--- src/rtl/core/psh_pkg.sv ---
package psh_pkg;

    localparam int BIN_COUNT = 4096;
    localparam int BIN_W     = $clog2(BIN_COUNT);
    localparam int EFF_W     = BIN_W + 2;

    localparam int PC_W    = 32;
    localparam int TICK_W  = 16;
    localparam int RBIN_W  = 12;
    localparam int SCALE_W = 17;
    localparam int BUF_W   = 14;
    localparam int DATA_W  = 16;
    localparam int FRAC_W  = 16;
    localparam int APB_AW  = 4;
    localparam int APB_DW  = 32;

    localparam logic [SCALE_W-1:0] SCALE_ONE = SCALE_W'(1 << FRAC_W);

    localparam logic [1:0] REG_PC_OFFSET = 2'd0;
    localparam logic [1:0] REG_SCALE     = 2'd1;
    localparam logic [1:0] REG_BUFFER    = 2'd2;

    localparam logic REQ_SAMPLE = 1'b0;
    localparam logic REQ_READ   = 1'b1;

    typedef struct packed {
        logic [PC_W-1:0]    pc_offset;
        logic [SCALE_W-1:0] scale;
        logic [EFF_W-1:0]   eff_bytes;
    } cfg_t;

    typedef struct packed {
        logic               req;
        logic               hit;
        logic [BIN_W-1:0]   bin;
        logic [RBIN_W-1:0]  bin_number;
        logic [TICK_W-1:0]  ticks;
    } bin_item_t;

endpackage

--- src/rtl/core/psh_regs.sv ---
module psh_regs
    import psh_pkg::*;
(
    input  logic              aclk,
    input  logic              aresetn,
    input  logic              psel,
    input  logic              penable,
    input  logic              pwrite,
    input  logic [APB_AW-1:0] paddr,
    input  logic [APB_DW-1:0] pwdata,
    output logic [APB_DW-1:0] prdata,
    output logic              pready,
    output cfg_t              cfg
);

    localparam int CAP_BYTES = 2 * BIN_COUNT;

    logic [PC_W-1:0]    pc_offset_reg, pc_offset_next;
    logic [SCALE_W-1:0] scale_reg, scale_next;
    logic [BUF_W-1:0]   buffer_reg, buffer_next;
    logic [1:0]         idx;
    logic               wr;

    assign idx = paddr[3:2];
    assign wr  = psel && penable && pwrite;

    always_comb begin
        pc_offset_next = pc_offset_reg;
        scale_next     = scale_reg;
        buffer_next    = buffer_reg;
        if (wr) begin
            unique case (idx)
                REG_PC_OFFSET: pc_offset_next = pwdata[PC_W-1:0];
                REG_SCALE:     scale_next     = pwdata[SCALE_W-1:0];
                REG_BUFFER:    buffer_next    = pwdata[BUF_W-1:0];
                default:       ;
            endcase
        end
    end

    always_ff @(posedge aclk) begin
        if (!aresetn) begin
            pc_offset_reg <= '0;
            scale_reg     <= '0;
            buffer_reg    <= '0;
        end else begin
            pc_offset_reg <= pc_offset_next;
            scale_reg     <= scale_next;
            buffer_reg    <= buffer_next;
        end
    end

    always_comb begin
        unique case (idx)
            REG_PC_OFFSET: prdata = APB_DW'(pc_offset_reg);
            REG_SCALE:     prdata = APB_DW'(scale_reg);
            REG_BUFFER:    prdata = APB_DW'(buffer_reg);
            default:       prdata = '0;
        endcase
    end

    assign pready = 1'b1;

    // scale above 1.0 saturates, size saturates at the store
    assign cfg.pc_offset = pc_offset_reg;
    assign cfg.scale     = (scale_reg > SCALE_ONE) ? SCALE_ONE : scale_reg;
    assign cfg.eff_bytes = (32'(buffer_reg) < 32'(CAP_BYTES)) ? EFF_W'(buffer_reg)
                                                              : EFF_W'(CAP_BYTES);

endmodule

--- config.mk ---
export PLATFORM = sky130hd
export DESIGN_NAME = psh_regs
export DESIGN_NICKNAME = d
export VERILOG_FILES = /design/src/rtl/core/psh_pkg.sv /design/src/rtl/core/psh_regs.sv
export SDC_FILE = /design/constraint.sdc
export NUM_CORES = 1
export LEC_CHECK = 0
export BUFFER_PORTS_ARGS = -buffer_cell sky130_fd_sc_hd__buf_2
export CAP_MARGIN = 25
export CORE_ASPECT_RATIO = 2
export CORE_MARGIN = 8
export CORE_UTILIZATION = 35
export DETAILED_ROUTE_END_ITERATION = 12
export GPL_TIMING_DRIVEN = 0
export PLACE_DENSITY_LB_ADDON = 0.25
export RECOVER_POWER = 50
export SYNTH_ARGS = -nofsm -noshare
export SYNTH_HDL_FRONTEND = slang
export SYNTH_SLANG_ARGS = --single-unit
--- constraint.sdc ---
create_clock -name aclk -period 1.4 [get_ports aclk]
set_clock_uncertainty 0.05 [all_clocks]
set_input_delay 0.35 -clock aclk [delete_from_list [all_inputs] [get_ports aclk]]
set_output_delay 0.35 -clock aclk [all_outputs]
set_load 0.02 [all_outputs]
-- After elaboration in Yosys (flattened, before gate mapping)
Cells that the tools add are included.
- flip-flop bits (word level): 63
- bits in latches: 0
- memory bits (writable): 0
- memory bits (read-only): 0
- output and inout port bits: 96
- word-level logic and storage cells: 16
- memories: 0
- add/subtract/negate cells: 0
- multiply operators: 0
- div/mod/pow operators: 0
- magnitude comparators: 2
- eq/ne operators: 2
- shift-type cells: 0
- multiplexer cells: 3
- bitwise logic cells: 0
- reductions and logical operators: 6
- operators by type and width (cell ; count):
    $pmux 32 s3 ; 1
    $gt 17x17->1 const B ; 1
    $mux 17 ; 1
    $lt 14x14->1 const B ; 1
    $mux 14 ; 1
    $reduce_and 2->1 ; 3
    $eq 2x1->1 const B ; 1
    $eq 2x2->1 const B ; 1
    $logic_and 1x1->1 ; 2
    $logic_not 2->1 ; 1

-- Depth between registers and ports, before layout
Gate-level depths: netlist of run 1.
- depth in word-level cells: 3
- depth in mapped cells: 6
- gate-level depth less buffers: 3

-- Worst setup path after synthesis of run 1
No wires, ideal clock.
- path kind: input to output
- from: input port paddr[3]
- to: output port prdata[12]
- arrival time: 1.305 ns
- required time: 1.000 ns
- slack: -0.305 ns
- stages: 4
- buffers on the path: 2
- cell sequence: buf_4 > buf_4 > mux2i_1 > o21ai_0
- word-level cells in the longest chain between the ends: 2
- ends and longest elaborated chain (element ; RTL line ; text):
    start: declaration ; psh_regs.sv:9 ; input logic [APB_AW-1:0] paddr,
    $eq 2x2->1, or another cell as far along ; psh_regs.sv:54 ; unique case (idx)
    $pmux 32 s3 * ; psh_regs.sv:54 ;
    end: declaration ; psh_regs.sv:11 ; output logic [APB_DW-1:0] prdata,
Every way passes the cells marked *; elsewhere a longest branch is shown, timed or not.

==> flow_metrics.py, run 1 <==
metrics = {
    "run_status": {
        "status": "finished with violations",
        "violations": "negative setup slack",
    },
    "cts": {
        "cts_inserted_buffers": 9,
        "cts_root_buf": "clkbuf_16",
        "ctsHoldBuffers": 0,
        "clockBufferDepth": 2,
        "clk_latency_ns": 0.32,
        "cts_tree": "yes",
        "clkTransAtPathRegs_ns": 0.05,
        "numClockSinks": 63,
        "htree_levels": 3,
    },
    "cells_and_area": {
        "areaGrowthSynthToFinish_pct": 70.2,
        "ff_latch_area_um2": 1300,
        "drive_gt1_share_pct": 47.8,
        "fin_nets": 622,
        "multi_input_area_um2": 2190,
        "nFillCells": 845,
        "largest_register_ffs": 32,
    },
    "drt": {
        "route.detailed.drc": 0,
        "vias": 3846,
        "wl_per_cell_um": 20.0,
        "first_pass_iters": 6,
        "vias_per_cell": 5.58,
        "routed_wl_mm": 13.8,
        "final_antenna_net_count": 0,
        "drt_iter0_markers": 253,
    },
    "critical_path": {
        "r2r_cells": 2,
        "worstPathRequired_ns": 1.00,
        "critical_path.cell_chain": "nor4_4 -> buf_4 -> a41oi_4 -> and2b_2 -> buf_6",
        "arrival_ns": 1.70,
        "cpLargestDelayFamily": "simple AND/OR/NAND/NOR gates",
        "rrSetupSlack_ns": 0.46,
        "path_max_fanout": 5,
        "cp_slowest_cell": "dfxtp_4",
        "cp.buffers_inverters": 2,
        "crit-reg2reg-capture": "scale_reg[9]",
        "worst_setup_path_end_kind": "output pin",
        "crit_path_max_incr_delay_ns": 0.36,
        "crit_type": "register to output pin",
        "cp-start-kind": "register",
        "timing.rr.start": "scale_reg[9]",
    },
    "run": {
        "drv_cap": 0,
    },
    "power_and_ir_drop": {
        "pwr_density_cell_nw_per_um2": 806,
        "ir_worst_vdd_uv": 711,
        "cellLeakagePower_nw": 2.35,
        "power_w": 0.00448,
    },
    "synthesis": {
        "synth_top_area_share_pct": 38.6,
        "yosys.area_share.simple_pct": 22.9,
        "syn_inst": 401,
        "avgSynthCellArea_um2": 8.14,
        "synth_fa_ha_area_share_pct": 0,
        "synth_area_leaders": "dfxtp_1 39%, o21ai_0 12%, a21boi_0 11%",
        "syn-num-nets": 442,
        "synth_top_family_by_area": "compound AO/OA/AOI/OAI gates",
        "ys_warn_count": 0,
        "synth-seq-area-share_pct": 38.6,
        "synth.largest_area_cell": "dfxtp_1",
        "synth_compound_area_share_pct": 26.6,
        "synthXorXnorAreaFrac_pct": 0,
        "synth_area_um2": 3270,
        "synth_mux_area_share_pct": 5.21,
        "ys_types": 26,
        "ys_ff_latch": 63,
    },
    "placed_design": {
        "port-buffer-count": 132,
        "routabilityCongestion": 0.819,
        "hpwl_mm": 9.06,
    },
    "sta": {
        "worst_pin_slew_ns": 0.510,
        "worst_slack_ns": -0.699,
        "period_needed_ns": 2.10,
        "max_freq_mhz": 476,
        "finalMaxSlewViolations": 0,
        "setup_viol": 69,
        "hold_slack_ns": 0.227,
        "rsz0062_at_grt": "yes",
        "slew_headroom_pct": 66.0,
        "post-route-period-util_pct": 150,
        "hold_violations": 0,
    },
    "global_routing": {
        "antenna_found_initial": 1,
        "track_usage_pct": 20.1,
        "grt.overflow.total": 0,
        "grt_pass1_vias": 3788,
        "grt_start_max_net_pins": 11,
        "grt_pass1_wl_mm": 20.7,
    },
    "die": {
        "start_util_pct": 35.5,
        "boundaryPins": 137,
        "dieWidth_um": 84.3,
        "core_area_um2": 9200,
        "die-area_um2": 12900,
        "num_rows": 50,
        "die_h_um": 153,
    },
    "worst_hold_path": {
        "whs_endpoint": "pc_offset_reg[30]",
        "hold_depth": 3,
        "hold_path.class": "input port to register",
        "min_from": "pwdata[30]",
    },
}
what timing repair did:
item,in CTS,in global routing
setup endpoints to repair,63,88
gates resized for setup,160,77
buffers inserted,20,13
cloned,4,0
pin swaps,20,12
worst register-to-register path: stages, from the launching register on:
cell and delay, ns:
dfxtp_1 0.47, o21ai_0 0.15, a21boi_0 0.19
through the flow:
| step | instance area (µm²) | setup TNS, ns | setup slack (ns) | utilization, % | instances |
|---|---|---|---|---|---|
| 2_1_floorplan | 3450 | -1.90 | -0.198 | - | 401 |
| 3_3_place_gp | 4240 | -30.09 | -0.518 | 46.1 | 637 |
| 3_5_place_dp | 4240 | -31.85 | -0.508 | 46.1 | 637 |
| 4_1_cts | 5230 | -14.52 | -0.680 | 56.9 | 675 |
| 5_1_grt | 5560 | -20.46 | -0.785 | 60.4 | 689 |
| 6_report | 5560 | -16.40 | -0.699 | 60.4 | 689 |
synthesized netlist by cell type, drive strengths merged:
cell type   n
inv         1
nor2        4
conb        1
nor2b      22
nand2b      2
a41oi       1
nand3      64
buf        20
a21boi     63
nand2      14
mux2i      17
o21ai      77
clkbuf     22
nor4        4
dfxtp      63
and3        1
and2       15
and2b       9
or2         1
area by class of cell:
cell class / instances / share of cell area (%)
multi-input cells: 296 / 39.3
clock buffers: 13 / 4.68
clock inverters: 1 / 0.0900
flip-flops and latches: 63 / 23.4
repair buffers: 168 / 24.1
inverters: 1 / 0.0675
well taps: 104 / 2.34
plain buffers: 42 / 5.99
diodes: 1 / 0.0450
kinds of logic after synthesis:
| kind of cell | Yosys count |
|---|---|
| compound gates | 141 |
| simple gates | 136 |
| flops | 63 |
| buf+inv | 43 |
| mux | 17 |
| other cells | 1 |
worst max path at each step:
stage	from	end	slack [ns]	cells past startpoint
final	scale_reg[8]	cfg[22]	-0.70	5
after global placement	paddr[2]	prdata[12]	-0.52	4
after CTS	scale_reg[1]	cfg[26]	-0.68	5
after global routing	scale_reg[8]	cfg[22]	-0.78	5
after detailed placement	paddr[2]	prdata[12]	-0.51	4
after floorplan	scale_reg[15]	cfg[19]	-0.20	3
layout by cell type (no fill, tap or decap), drive strengths merged, types with 2 or more instances in the layout:
cell    synthesis  routed
nor2b          22      22
nand2b          2       2
nand3          64      64
nor4            4       4
a21boi         63      63
buf            20     156
nor2            4       4
and2           15      15
clkbuf         22      67
and2b           9       9
dfxtp          63      63
mux2i          17      17
o21ai          77      77
a41oi           1       2
nand2          14      14
report_power, final:
part / internal, W / switching [W] / leakage (nW)
registers: 0.00181 / 0.0000256 / 0.518
logic: 0.000280 / 0.000361 / 1.70
clock network: 0.00127 / 0.000739 / 0.132
layer usage:
| layer | GRT usage [%] | wire, µm | vias up |
|---|---|---|---|
| met5 | 0 | 0 | - |
| li1 | - | - | 1780 |
| met3 | 4.66 | 958 | 31 |
| met4 | 9.20 | 354 | 0 |
| met1 | 23.3 | 5390 | 1837 |
| met2 | 33.6 | 7070 | 198 |
Note: power is estimated with default switching activity, not from simulation.
==> run 2: changes to the inputs <==
Settings changed: PLACE_DENSITY_LB_ADDON 0.25 to unset.
==> flow_metrics.py, run 2 (same netlist as run 1, synthesis figures left out) <==
metrics = {
    "die": {
        "dieWidth_um": 84.3,
        "start_util_pct": 35.5,
        "die_h_um": 153,
        "core_area_um2": 9200,
        "boundaryPins": 137,
        "die-area_um2": 12900,
        "num_rows": 50,
    },
    "critical_path": {
        "timing.rr.start": "scale_reg[13]",
        "r2r_cells": 2,
        "crit-reg2reg-capture": "scale_reg[13]",
        "cp-start-kind": "register",
        "crit_type": "register to output pin",
        "worstPathRequired_ns": 1.00,
        "arrival_ns": 1.72,
        "cp.buffers_inverters": 2,
        "critical_path.cell_chain": "nor4_4 -> a41oi_2 -> buf_4 -> nor2b_4 -> buf_6",
        "rrSetupSlack_ns": 0.47,
        "cp_slowest_cell": "nor4_4",
        "crit_path_max_incr_delay_ns": 0.38,
        "worst_setup_path_end_kind": "output pin",
        "path_max_fanout": 3,
        "cpLargestDelayFamily": "simple AND/OR/NAND/NOR gates",
    },
    "sta": {
        "hold_violations": 0,
        "rsz0062_at_grt": "yes",
        "worst_slack_ns": -0.720,
        "setup_viol": 62,
        "worst_pin_slew_ns": 0.557,
        "max_freq_mhz": 472,
        "slew_headroom_pct": 62.8,
        "period_needed_ns": 2.12,
        "finalMaxSlewViolations": 0,
        "post-route-period-util_pct": 151,
    },
    "global_routing": {
        "antenna_found_initial": 0,
        "track_usage_pct": 20.4,
        "grt.overflow.total": 0,
        "grt_pass1_wl_mm": 21.0,
        "grt_pass1_vias": 3872,
        "grt_start_max_net_pins": 11,
    },
    "power_and_ir_drop": {
        "ir_worst_vdd_uv": 710,
        "cellLeakagePower_nw": 2.39,
        "power_w": 0.00465,
        "pwr_density_cell_nw_per_um2": 830,
    },
    "drt": {
        "final_antenna_net_count": 0,
        "wl_per_cell_um": 19.9,
        "vias": 3735,
        "drt_iter0_markers": 214,
        "route.detailed.drc": 0,
        "first_pass_iters": 4,
        "vias_per_cell": 5.47,
        "routed_wl_mm": 13.6,
    },
    "cts": {
        "clockBufferDepth": 2,
        "cts_tree": "yes",
        "cts_inserted_buffers": 9,
        "htree_levels": 3,
        "clkTransAtPathRegs_ns": 0.06,
        "clk_latency_ns": 0.33,
        "cts_root_buf": "clkbuf_16",
        "numClockSinks": 63,
    },
    "worst_hold_path": {
        "min_from": "pwdata[28]",
        "whs_endpoint": "pc_offset_reg[28]",
        "hold_depth": 3,
        "hold_path.class": "input port to register",
    },
    "run": {
        "drv_cap": 0,
    },
    "cells_and_area": {
        "diodes": 0,
        "postLayoutCellArea_um2": 5600,
        "finalNonFillerCells": 683,
        "final_common_cell": "buf_6",
        "areaGrowthSynthToFinish_pct": 71.5,
        "ff_latch_area_um2": 1300,
        "fin_nets": 615,
        "largest_register_ffs": 32,
        "nFillCells": 812,
        "fin_util_pct": 60.9,
        "drive_gt1_share_pct": 48.7,
        "final_cell_mix": "67 x buf_6, 64 x nand3_1, 63 x o21ai_0",
        "multi_input_area_um2": 2210,
    },
    "placed_design": {
        "port-buffer-count": 132,
        "dp_cells": 637,
        "hpwl_mm": 9.08,
        "placed_area_um2": 4240,
        "routabilityCongestion": 0.798,
    },
    "run_status": {
        "violations": "negative setup slack",
        "status": "finished with violations",
    },
}
run 2: cell types whose count changed in the layout (fill, tap and decap cells not counted), moves of 5 or more:
cell and change:
buf_4 -11, buf_6 +5, clkbuf_1 -5, nor2b_1 -7, nor2b_4 +7
run 2: how the worst max path moves through the flow:
stage,startpoint,to,slack (ns),depth (start not counted)
final,scale_reg[5],cfg[29],-0.72,5
after global routing,scale_reg[5],cfg[26],-0.80,5
after global placement,paddr[2],prdata[12],-0.54,4
after floorplan,scale_reg[15],cfg[19],-0.20,3
after detailed placement,paddr[2],prdata[12],-0.56,4
after CTS,scale_reg[7],cfg[28],-0.70,5
run 2: repair_timing:
| action | CTS | global route |
|---|---|---|
| hold endpoints to repair | 0 | 0 |
| pin swaps | 13 | 11 |
| cloned | 4 | 0 |
| endpoints found under the setup margin | 63 | 100 |
| setup buffers | 17 | 10 |
| gates resized for setup | 187 | 60 |
| hold buffers | 0 | 0 |
run 2: per-layer routing:
metal,share of wire [%],track usage (%)
met5,0,0
met4,3.2,8.86
met3,6.7,5.94
met2,51,34.1
met1,39,23.1
run 2: power breakdown:
group / switching (W) / internal [W] / total, W
clock network: 0.000812 / 0.00138 / 0.00219
logic: 0.000350 / 0.000277 / 0.000627
registers: 0.0000255 / 0.00180 / 0.00183
run 2: layout make-up:
cell class | instances | area share, %
clock buffers | 13 | 5.00
repair buffers | 161 | 23.9
inverters | 1 | 0.0670
clock inverters | 3 | 0.268
well taps | 104 | 2.32
plain buffers | 42 | 5.88
flip-flops and latches | 63 | 23.2
multi-input cells | 296 | 39.4
run 2: through the flow:
stage | setup TNS [ns] | setup slack [ns] | hold slack (ns)
detailed placement | -31.34 | -0.556 | 0.430
global route | -18.15 | -0.797 | 0.233
global placement | -29.57 | -0.544 | 0.426
floorplan | -1.90 | -0.198 | 0.411
CTS | -14.80 | -0.702 | 0.208
finish | -15.25 | -0.720 | 0.220
run 2: worst min-delay path, stage by stage:
cell and delay [ns]:
buf_2 0.09, nand3_1 0.06, a21boi_1 0.05
