File: src/rtl/core/psh_pkg.sv
package psh_pkg;

    localparam int BIN_COUNT = 4096;
    localparam int BIN_W     = $clog2(BIN_COUNT);
    localparam int EFF_W     = BIN_W + 2;

    localparam int PC_W    = 32;
    localparam int TICK_W  = 16;
    localparam int RBIN_W  = 12;
    localparam int SCALE_W = 17;
    localparam int BUF_W   = 14;
    localparam int DATA_W  = 16;
    localparam int FRAC_W  = 16;
    localparam int APB_AW  = 4;
    localparam int APB_DW  = 32;

    localparam logic [SCALE_W-1:0] SCALE_ONE = SCALE_W'(1 << FRAC_W);

    localparam logic [1:0] REG_PC_OFFSET = 2'd0;
    localparam logic [1:0] REG_SCALE     = 2'd1;
    localparam logic [1:0] REG_BUFFER    = 2'd2;

    localparam logic REQ_SAMPLE = 1'b0;
    localparam logic REQ_READ   = 1'b1;

    typedef struct packed {
        logic [PC_W-1:0]    pc_offset;
        logic [SCALE_W-1:0] scale;
        logic [EFF_W-1:0]   eff_bytes;
    } cfg_t;

    typedef struct packed {
        logic               req;
        logic               hit;
        logic [BIN_W-1:0]   bin;
        logic [RBIN_W-1:0]  bin_number;
        logic [TICK_W-1:0]  ticks;
    } bin_item_t;

endpackage

File: src/rtl/core/psh_front.sv
module psh_front
    import psh_pkg::*;
(
    input  logic              aclk,
    input  logic              aresetn,
    input  cfg_t              cfg,
    input  logic              clr_busy,
    input  logic              s_valid,
    output logic              s_ready,
    input  logic              s_req_type,
    input  logic [PC_W-1:0]   s_pc,
    input  logic [TICK_W-1:0] s_ticks,
    input  logic [RBIN_W-1:0] s_read_bin,
    output logic              item_valid,
    output bin_item_t         item,
    input  logic              item_ready
);

    // stage 1: offset subtract
    logic              s1_valid_reg, s1_valid_next;
    logic              s1_req_reg, s1_req_next;
    logic              s1_skip_reg, s1_skip_next;
    logic [PC_W-1:0]   s1_diff_reg, s1_diff_next;
    logic [TICK_W-1:0] s1_ticks_reg;
    logic [RBIN_W-1:0] s1_rbin_reg;
    // stage 2: scale multiply
    logic              s2_valid_reg, s2_valid_next;
    logic              s2_req_reg, s2_skip_reg;
    logic [PC_W-1:0]   s2_off_reg, s2_off_next;
    logic [TICK_W-1:0] s2_ticks_reg;
    logic [RBIN_W-1:0] s2_rbin_reg;
    // stage 3: bin check
    logic              s3_valid_reg, s3_valid_next;
    bin_item_t         s3_item_reg, s3_item_next;

    logic                      en1, en2, en3, acc;
    logic [PC_W:0]             diff_w;
    logic [PC_W+SCALE_W-1:0]   prod;
    logic [PC_W-1:0]           byte_off;
    logic                      in_range, fits, ok;

    assign en3     = !s3_valid_reg || item_ready;
    assign en2     = !s2_valid_reg || en3;
    assign en1     = !s1_valid_reg || en2;
    assign s_ready = en1 && !clr_busy;
    assign acc     = s_valid && s_ready;

    always_comb begin
        diff_w        = {1'b0, s_pc} - {1'b0, cfg.pc_offset};
        s1_diff_next  = diff_w[PC_W-1:0];
        s1_req_next   = s_req_type;
        s1_skip_next  = (s_req_type == REQ_SAMPLE) &&
                        ((cfg.scale == '0) || (s_ticks == '0) || diff_w[PC_W]);
        s1_valid_next = acc ? 1'b1 : (en2 ? 1'b0 : s1_valid_reg);
    end

    always_comb begin
        prod          = s1_diff_reg * cfg.scale;
        s2_off_next   = prod[PC_W+FRAC_W-1:FRAC_W];
        s2_valid_next = (en2 && s1_valid_reg) ? 1'b1 : (en3 ? 1'b0 : s2_valid_reg);
    end

    always_comb begin
        if (s2_req_reg == REQ_READ) begin
            byte_off = PC_W'({s2_rbin_reg, 1'b0});
        end else begin
            byte_off = {s2_off_reg[PC_W-1:1], 1'b0};
        end
        in_range = (byte_off >> (BIN_W + 1)) == '0;
        fits     = (EFF_W'(byte_off[BIN_W:0]) + EFF_W'(2)) <= cfg.eff_bytes;
        ok       = !s2_skip_reg && in_range && fits;

        s3_item_next.req   = s2_req_reg;
        s3_item_next.hit   = ok;
        s3_item_next.bin   = byte_off[BIN_W:1];
        s3_item_next.ticks = s2_ticks_reg;
        if (s2_req_reg == REQ_READ) begin
            s3_item_next.bin_number = s2_rbin_reg;
        end else if (ok) begin
            s3_item_next.bin_number = RBIN_W'(byte_off[BIN_W:1]);
        end else begin
            s3_item_next.bin_number = '0;
        end
        s3_valid_next = (en3 && s2_valid_reg) ? 1'b1 : (item_ready ? 1'b0 : s3_valid_reg);
    end

    always_ff @(posedge aclk) begin
        if (!aresetn) begin
            s1_valid_reg <= 1'b0;
            s2_valid_reg <= 1'b0;
            s3_valid_reg <= 1'b0;
        end else begin
            s1_valid_reg <= s1_valid_next;
            s2_valid_reg <= s2_valid_next;
            s3_valid_reg <= s3_valid_next;
        end
    end

    always_ff @(posedge aclk) begin
        if (acc) begin
            s1_req_reg   <= s1_req_next;
            s1_skip_reg  <= s1_skip_next;
            s1_diff_reg  <= s1_diff_next;
            s1_ticks_reg <= s_ticks;
            s1_rbin_reg  <= s_read_bin;
        end
        if (en2) begin
            s2_req_reg   <= s1_req_reg;
            s2_skip_reg  <= s1_skip_reg;
            s2_off_reg   <= s2_off_next;
            s2_ticks_reg <= s1_ticks_reg;
            s2_rbin_reg  <= s1_rbin_reg;
        end
        if (en3) begin
            s3_item_reg <= s3_item_next;
        end
    end

    assign item_valid = s3_valid_reg;
    assign item       = s3_item_reg;

endmodule

File: config.mk
export PLATFORM = sky130hd
export DESIGN_NAME = psh_front
export DESIGN_NICKNAME = d
export VERILOG_FILES = /design/src/rtl/core/psh_pkg.sv /design/src/rtl/core/psh_front.sv
export SDC_FILE = /design/constraint.sdc
export NUM_CORES = 1
export LEC_CHECK = 0
export BUFFER_PORTS_ARGS = -buffer_cell sky130_fd_sc_hd__buf_2
export CAP_MARGIN = 20
export CORE_MARGIN = 3
export CORE_UTILIZATION = 51
export CTS_CLUSTER_DIAMETER = 100
export CTS_CLUSTER_SIZE = 14
export DETAILED_ROUTE_END_ITERATION = 7
export MAX_ROUTING_LAYER = met4
export PLACE_DENSITY = 0.69
export SLEW_MARGIN = 0
export SYNTH_ARGS = -nofsm -noshare
export SYNTH_HDL_FRONTEND = slang
export SYNTH_SLANG_ARGS = --single-unit
export TNS_END_PERCENT = 5
File: constraint.sdc
create_clock -name aclk -period 23.4 [get_ports aclk]
set_clock_uncertainty 0.15 [all_clocks]
set_input_delay 7.02 -clock aclk [delete_from_list [all_inputs] [get_ports aclk]]
set_output_delay 7.02 -clock aclk [all_outputs]
set_load 0.02 [all_outputs]
## After elaboration in Yosys (flattened, before gate mapping)

Cells that the tools add are included.

- Flip-flop bits (word level): 169
- Input bits: 129
- Output and inout port bits: 44
- Logic and storage cells: 55

- Bitwise logic cells: 1
- Multiply operators: 1
- Muxes and demuxes: 9
- Add/subtract/negate cells: 2
- Magnitude comparators: 1
- Reduce and logical (&&, ||, !) cells: 23

Operators by type and width:

| cell | number |
|---|---|
| multiplier 32 x 17 -> 48 bit | 1 |
| subtractor 32 x 32 -> 33 bit | 1 |
| zero test 32 bit | 1 |
| two-way mux 32 bit | 1 |
| two-way mux 12 bit | 2 |
| zero test 17 bit | 1 |
| zero test 16 bit | 1 |
| adder 13 x 2 -> 14 bit, second input constant | 1 |
| less-or-equal comparator 14 bit | 1 |
| logical AND 1 bit | 7 |
| two-way mux 1 bit | 6 |
| nonzero test 2 bit | 3 |
| zero test 1 bit | 5 |
| logical OR 1 bit | 5 |
| NOT 1 bit | 1 |

## Depth between registers and ports, before layout

Gate-level depths: netlist of the first run.

- Depth in word-level cells: 7
- Mapped depth: 24
- Gate-level depth less buffers: 23

## Least setup slack after synthesis of the first run

No wires, ideal clock.

- Path kind: in2out
- From: in item_ready
- To: out s_ready
- Setup slack: 8624 ps
- Cell stages on the path: 3
- Buffers on the path: 1
- Arrival: 7606 ps
- Required time: 16230 ps
- Path through: nor2b_1 > clkbuf_1 > a31oi_1

- Word-level cells in the longest chain between the ends: 4

RTL lines:

| element | RTL line | text |
|---|---|---|
| start, declared | psh_front.sv:16 | `input logic item_ready` |
| logical OR 1 bit | psh_front.sv:42 | `assign en3 = !s3_valid_reg \|\| item_ready;` |
| logical OR 1 bit | psh_front.sv:43 | `assign en2 = !s2_valid_reg \|\| en3;` |
| logical OR 1 bit | psh_front.sv:44 | `assign en1 = !s1_valid_reg \|\| en2;` |
| logical AND 1 bit | psh_front.sv:45 | `assign s_ready = en1 && !clr_busy;` |
| end, declared | psh_front.sv:9 | `output logic s_ready,` |

No other way between the ends.

## Worst setup path after layout of the first run

Same ends and word-level chain as after synthesis.

==> impl_metrics.py, run 1 <==
metrics = {
    "drt": {
        "highest_layer": "met4",
        "wl_mm": 56.0,
        "first_pass_iters": 5,
        "wire_per_inst_um": 17.8,
        "via_count": 16800,
        "drtAntennaViolNets": 0,
        "route.met3.wl_mm": 3.72,
        "drtIter0Drc": 1044,
        "wl_met2_mm": 28.0,
        "avgViaCountPerCell": 5.34,
        "drc": 0,
        "met1_length_mm": 22.1,
    },
    "yosys": {
        "yosysTopAreaCellShare_pct": 37.3,
        "yosysSeqAreaShare_pct": 20.9,
        "ys_seq_elements": 168,
        "ys_async_sr_fraction_pct": 0,
        "synth_edf_count": 165,
        "synthCells": 2420,
        "synth_area_per_cell_um2": 9.91,
        "synth_flop_cell": "edfxtp_1",
        "yosys_warnings": 0,
        "syn_area_mm2": 0.0240,
        "syn_nets": 3159,
        "ys_top_cells_by_area": "fa_1 37%, edfxtp_1 21%, inv_1 8.6%, ha_1 8.5%, nand2_1 5.9%",
        "synth_area_leader_cell": "fa_1",
        "synth.distinct_cells": 64,
    },
    "global_routing": {
        "grt_max_degree": 63,
        "track_usage_pct": 24.6,
        "antenna_found_initial": 3,
        "grt_pass1_vias": 18600,
        "grt_pass1_wl_mm": 93.6,
        "globalRouteOverflowTotal": 0,
    },
    "run_status": {
        "status": "completed",
    },
    "timing": {
        "report.final.setup_viol": 0,
        "tightest_slew_ns": 0.978,
        "rsz0062_at_grt": "false",
        "drv_slew": 0,
        "tns_ns": 0,
        "final-hold-violation-count": 0,
        "max-slew-margin-rel_pct": 34.8,
        "finalCritPeriodShare_pct": 64.4,
        "fmax_mhz": 66.4,
        "fin_ws_ns": 8.34,
        "period_minus_slack_ns": 15.06,
    },
    "job": {
        "maxCapViolCount": 0,
    },
    "critical_path": {
        "crit_path_start_kind": "input port",
        "worstPathRequired_ns": 16.23,
        "crit_slowest_cell": "nor2b_1",
        "cp-end-kind": "output port",
        "critPathBufInv": 2,
        "cpMostUsedCell": "buf_2",
        "crit_chain": "buf_2 -> nor2b_1 -> a31oi_1 -> buf_2",
        "cp_top_family": "simple AND/OR/NAND/NOR gates",
        "critical-path-max-stage-delay_ns": 0.45,
        "worst_ep_arrival_time_ns": 7.89,
        "critPathKind": "in2out",
        "cp_max_fo": 7,
    },
    "floorplanning": {
        "io_pins": 173,
        "die_w_um": 223,
        "fp.dieH_um": 223,
        "core_area_mm2": 0.0460,
        "row_count": 78,
        "dieArea_mm2": 0.0497,
        "start_util_pct": 52.2,
    },
    "cells_and_area": {
        "area_growth_pct": 8.19,
        "drive_gt1_share_pct": 9.24,
        "largest_reg_flops": 42,
        "final_cells": 3145,
        "nets": 3268,
        "multi_input_area_mm2": 0.0166,
        "fillerInstances": 4026,
        "ff_latch_area_mm2": 0.00501,
    },
    "cts": {
        "htree_levels": 4,
        "cts-root-buf": "clkbuf_16",
        "tritoncts": "yes",
        "cts_repair_resize_count": 0,
        "post_cts_buffers": 0,
        "numCtsBuffers": 17,
        "cts_num_sinks": 168,
        "clk_pin_slew_ns": 0.06,
        "cts_buffer_depth": 2,
        "holdBufCountCts": 0,
        "clk_latency_ns": 0.47,
    },
    "place": {
        "place.gp.congestion": 0.847,
        "placed_cells": 3109,
        "preCtsSetupSlack_ns": 8.33,
        "hpwl_mm": 42.4,
        "port_buffers": 172,
    },
    "worst_hold_path": {
        "hold_class": "reg2reg",
    },
}
[worst reg2reg max path: stages, from the launching register on]
cell      delay, ns
edfxtp_1       0.77
and2_1         0.37
fa_1           0.53
inv_1          0.05
fa_1           0.48
fa_1           0.52
inv_1          0.06
fa_1           0.49
fa_1           0.51
inv_1          0.06
fa_1           0.49
inv_1          0.05
ha_1           0.29
nand2_1        0.07
nor3_1         0.19
a21oi_1        0.11
a21oi_2        0.54
nand2_1        0.21
o31ai_2        0.62
a21boi_1       0.21
nand2b_1       0.19
a221oi_1       0.26
[layer usage]
metal	global-route usage, %	vias to the layer above
li1	-	7599
met1	29.7	8484
met2	40.9	568
met3	4.64	144
met4	10.5	0
met5	-	-
[synthesized netlist by cell type, types with 24 or more instances]
cell type	count
xnor2_1	46
nor2_1	37
ha_1	163
clkbuf_1	93
edfxtp_1	165
fa_1	447
inv_1	550
xor2_1	27
a21oi_1	55
and2_1	209
o21ai_0	24
nand2_1	376
a21o_1	41
[metrics by stage]
stage / hold slack [ns] / instance area [um^2] / util [%]
final: 0.266 / 26000 / 56.5
after global placement: 0.250 / 25400 / 55.2
after detailed placement: 0.255 / 25400 / 55.2
after CTS: 0.267 / 25900 / 56.4
after floorplan: 0.250 / 24000 / -
after global routing: 0.272 / 26000 / 56.5
[area by class of cell]
type,instances,share of cell area (%)
well taps,600,2.89
inverters,550,7.95
multi-input cells,1608,63.9
flip-flops and latches,168,19.3
clock inverters,14,0.603
repair buffers,184,3.66
diodes,3,0.0289
clock buffers,18,1.65
[cell usage in the layout, fill, tap and decap left out, types with 8 or more instances in the layout]
cell type  count
o21bai_1       8
fa_1         447
xor2_1        27
a21o_1        41
o21ai_0       24
nand3_1       15
buf_4         12
o21a_1        11
ha_1         163
a22o_1        12
and3_1         9
clkbuf_16     17
inv_1        550
nor2_1        37
mux2i_1        9
xnor2_1       46
edfxtp_1     165
a21oi_1       55
nand2_1      375
nor4_1        15
nand4_1       10
and2_1       209
buf_2        172
nor3_1        13
nor2b_1        8
[worst paths after layout]
kind / start / endpoint / slack, ns / depth (start not counted)
min reg2reg: s2_ticks_reg[6] / item[6] / 0.27 / 0
max reg2reg: s1_diff_reg[8] / s2_off_reg[17] / 16.00 / 21
min: s2_ticks_reg[6] / item[6] / 0.27 / 0
max: item_ready / s_ready / 8.34 / 4
[cell families after synthesis]
group / synth area share [%]
fa+ha+maj: 45.8
simple gates: 14.2
flops: 20.9
xor+xnor: 2.67
buf+inv: 10.1
compound gates: 5.84
mux: 0.563
Power of run 1 is left out: the tool's default activity adds up to more than one toggle a clock period on the data nets, which glitch-free logic cannot reach.
==> run 2, diff against run 1 <==
--- a/config.mk
+++ b/config.mk
@@ -5,6 +5,7 @@
 export SDC_FILE = /design/constraint.sdc
 export NUM_CORES = 1
 export LEC_CHECK = 0
+export ABC_AREA = 1
 export BUFFER_PORTS_ARGS = -buffer_cell sky130_fd_sc_hd__buf_2
 export CAP_MARGIN = 20
 export CORE_MARGIN = 3
@@ -13,7 +14,7 @@
 export CTS_CLUSTER_SIZE = 14
 export DETAILED_ROUTE_END_ITERATION = 7
 export MAX_ROUTING_LAYER = met4
-export PLACE_DENSITY = 0.69
+export PLACE_DENSITY = 0.72
 export SLEW_MARGIN = 0
 export SYNTH_ARGS = -nofsm -noshare
 export SYNTH_HDL_FRONTEND = slang
==> constraint.sdc (replaced) <==
create_clock -name aclk -period 12.78 [get_ports aclk]
set_clock_uncertainty 0.15 [all_clocks]
set_input_delay 3.834 -clock aclk [delete_from_list [all_inputs] [get_ports aclk]]
set_output_delay 3.834 -clock aclk [all_outputs]
set_load 0.02 [all_outputs]
==> run 2 against run 1 <==
  * Cell count is 25% higher
  * Cell area up 7.3%
  * Critical endpoint unchanged
  * Synthesized cell count up 32%
==> impl_metrics.py, run 2 <==
metrics = {
    "timing": {
        "tns_ns": 0,
        "drv_slew": 0,
        "max-slew-margin-rel_pct": 30.7,
        "fmax_mhz": 98.8,
        "tightest_slew_ns": 1.04,
        "report.final.setup_viol": 0,
        "rsz0062_at_grt": "false",
        "final-hold-violation-count": 0,
        "finalCritPeriodShare_pct": 79.2,
        "period_minus_slack_ns": 10.12,
    },
    "cts": {
        "cts_buffer_depth": 2,
        "cts-root-buf": "clkbuf_16",
        "post_cts_buffers": 0,
        "holdBufCountCts": 0,
        "cts_repair_resize_count": 0,
        "tritoncts": "yes",
        "clk_latency_ns": 0.48,
        "numCtsBuffers": 17,
        "cts_num_sinks": 168,
        "clk_pin_slew_ns": 0.08,
        "htree_levels": 4,
    },
    "job": {
        "maxCapViolCount": 0,
    },
    "critical_path": {
        "crit_chain": "buf_2 -> inv_1 -> nand2_2 -> nor2_1 -> inv_2 -> buf_4 -> nor2_1 -> or2_2 -> inv_1 -> buf_2",
        "critPathKind": "in2out",
        "r2r-start": "s1_diff_reg[23]",
        "worst_ep_arrival_time_ns": 6.14,
        "critPathBufInv": 6,
        "worstPathRequired_ns": 8.80,
        "cp_max_fo": 63,
        "cp_top_family": "simple AND/OR/NAND/NOR gates",
        "cp-end-kind": "output port",
        "critical-path-max-stage-delay_ns": 0.74,
        "worstSetupStartpoint": "item_ready",
        "crit_path_start_kind": "input port",
        "crit_slowest_cell": "nand2_2",
    },
    "floorplanning": {
        "io_pins": 173,
        "dieArea_mm2": 0.0538,
        "start_util_pct": 51.8,
        "die_w_um": 232,
        "fp.dieH_um": 232,
        "core_area_mm2": 0.0503,
        "row_count": 82,
    },
    "drt": {
        "wl_mm": 65.4,
        "drc": 0,
        "drtIter0Drc": 1378,
        "via_count": 20200,
        "avgViaCountPerCell": 5.12,
        "drtAntennaViolNets": 0,
        "wire_per_inst_um": 16.6,
        "first_pass_iters": 6,
    },
    "global_routing": {
        "met3_usage_pct": 4.08,
        "grt_max_degree": 64,
        "globalRouteOverflowTotal": 0,
        "grt_pass1_vias": 21200,
        "use_met2_pct": 42.6,
        "grt_pass1_wl_mm": 108,
        "track_usage_pct": 26.5,
        "met1_usage_pct": 33.9,
        "antenna_found_initial": 0,
        "grt-busiest-layer": "met2",
    },
    "cells_and_area": {
        "final_cells": 3946,
        "largest_reg_flops": 42,
        "ff_latch_area_mm2": 0.00501,
        "layout_common_cells": "873 x nand2_1, 865 x inv_1, 447 x fa_1, 172 x buf_2, 165 x edfxtp_1",
        "design_area_mm2": 0.0278,
        "area_growth_pct": 6.93,
        "fillerInstances": 4681,
        "final_common_cell": "nand2_1",
        "post-route-util_pct": 55.4,
        "drive_gt1_share_pct": 7.21,
        "multi_input_area_mm2": 0.0173,
        "nets": 4000,
        "antennaDiodeCount": 0,
    },
    "place": {
        "port_buffers": 172,
        "hpwl_mm": 51.1,
        "placed_cells": 3914,
        "place.gp.congestion": 0.967,
        "placed_cell_area_mm2": 0.0273,
    },
    "yosys": {
        "syn_area_mm2": 0.0260,
        "synth_edf_count": 165,
        "syn_nets": 3937,
        "ys_top_cells_by_area": "fa_1 34%, edfxtp_1 19%, nand2_1 13%, inv_1 12%, ha_1 7.8%",
        "yosysSeqAreaShare_pct": 19.3,
        "ys_seq_elements": 168,
        "synth.distinct_cells": 44,
        "synth_area_per_cell_um2": 8.14,
        "ys_async_sr_fraction_pct": 0,
        "synth_area_leader_cell": "fa_1",
        "synth_flop_cell": "edfxtp_1",
        "yosysTopAreaCellShare_pct": 34.4,
        "synthCells": 3198,
        "yosys_warnings": 0,
        "synth_common_cells": "874 x nand2_1, 866 x inv_1, 447 x fa_1",
        "synth_most_common_cell": "nand2_1",
    },
    "run_status": {
        "status": "completed",
    },
    "worst_hold_path": {
        "hold_class": "reg2reg",
        "hp-start": "s2_ticks_reg[15]",
    },
}
run 2: routing by layer:
metal | vias to the layer above | part of all wire [%]
met5 | - | 0
met4 | 0 | 4.2
met3 | 174 | 6.6
met2 | 751 | 47
met1 | 9804 | 42
li1 | 9477 | -
run 2: per-stage QoR:
stage          worst slack (ns)  hold WS, ns
3_5_place_dp               2.58        0.255
3_3_place_gp               2.57        0.251
2_1_floorplan              2.09        0.250
5_1_grt                    2.39        0.259
4_1_cts                    2.58        0.241
6_report                   2.66        0.246
run 2: worst register-to-register path, stage by stage, from the launching register on:
cell and delay, ns:
edfxtp_1 0.93, nand2_1 0.18, fa_1 0.55, fa_1 0.48, fa_1 0.54, inv_1 0.06
fa_1 0.53, fa_1 0.52, inv_1 0.05, fa_1 0.48, inv_1 0.04, ha_1 0.34
a21oi_1 0.26, o21ai_0 0.22, a21oi_1 0.32, o21ai_0 0.15, nand2_1 0.12, nand3_1 0.08
nand2_1 0.06, nand2_1 0.06
run 2: path summary, 6_finish.rpt:
path | endpoint | slack, ns | depth (start not counted)
setup / recovery | s_ready | 2.66 | 10
hold / removal | item[15] | 0.25 | 0
setup reg to reg | s2_off_reg[27] | 6.39 | 19
hold reg to reg | item[15] | 0.25 | 0
run 2: cells by family after synthesis:
| family | after synthesis | synth area share [%] |
|---|---|---|
| xor gates and xnor gates | 50 | 1.68 |
| buffers and inverters | 1002 | 14.5 |
| and+or+nand+nor | 1150 | 17.8 |
| AOI/OAI and AO/OA | 218 | 4.52 |
| adders and majority gates | 610 | 42.2 |
| DFF | 168 | 19.3 |
run 2: cell type report:
class / instances / share of cell area (%)
Inverter: 870 / 11.7
Timing Repair Buffer: 176 / 3.20
Clock buffer: 17 / 1.53
Tap cell: 672 / 3.02
Sequential cell: 168 / 18.0
Multi-Input combinational cell: 2028 / 62.0
Clock inverter: 15 / 0.539
Power of run 2 is left out for the same reason.
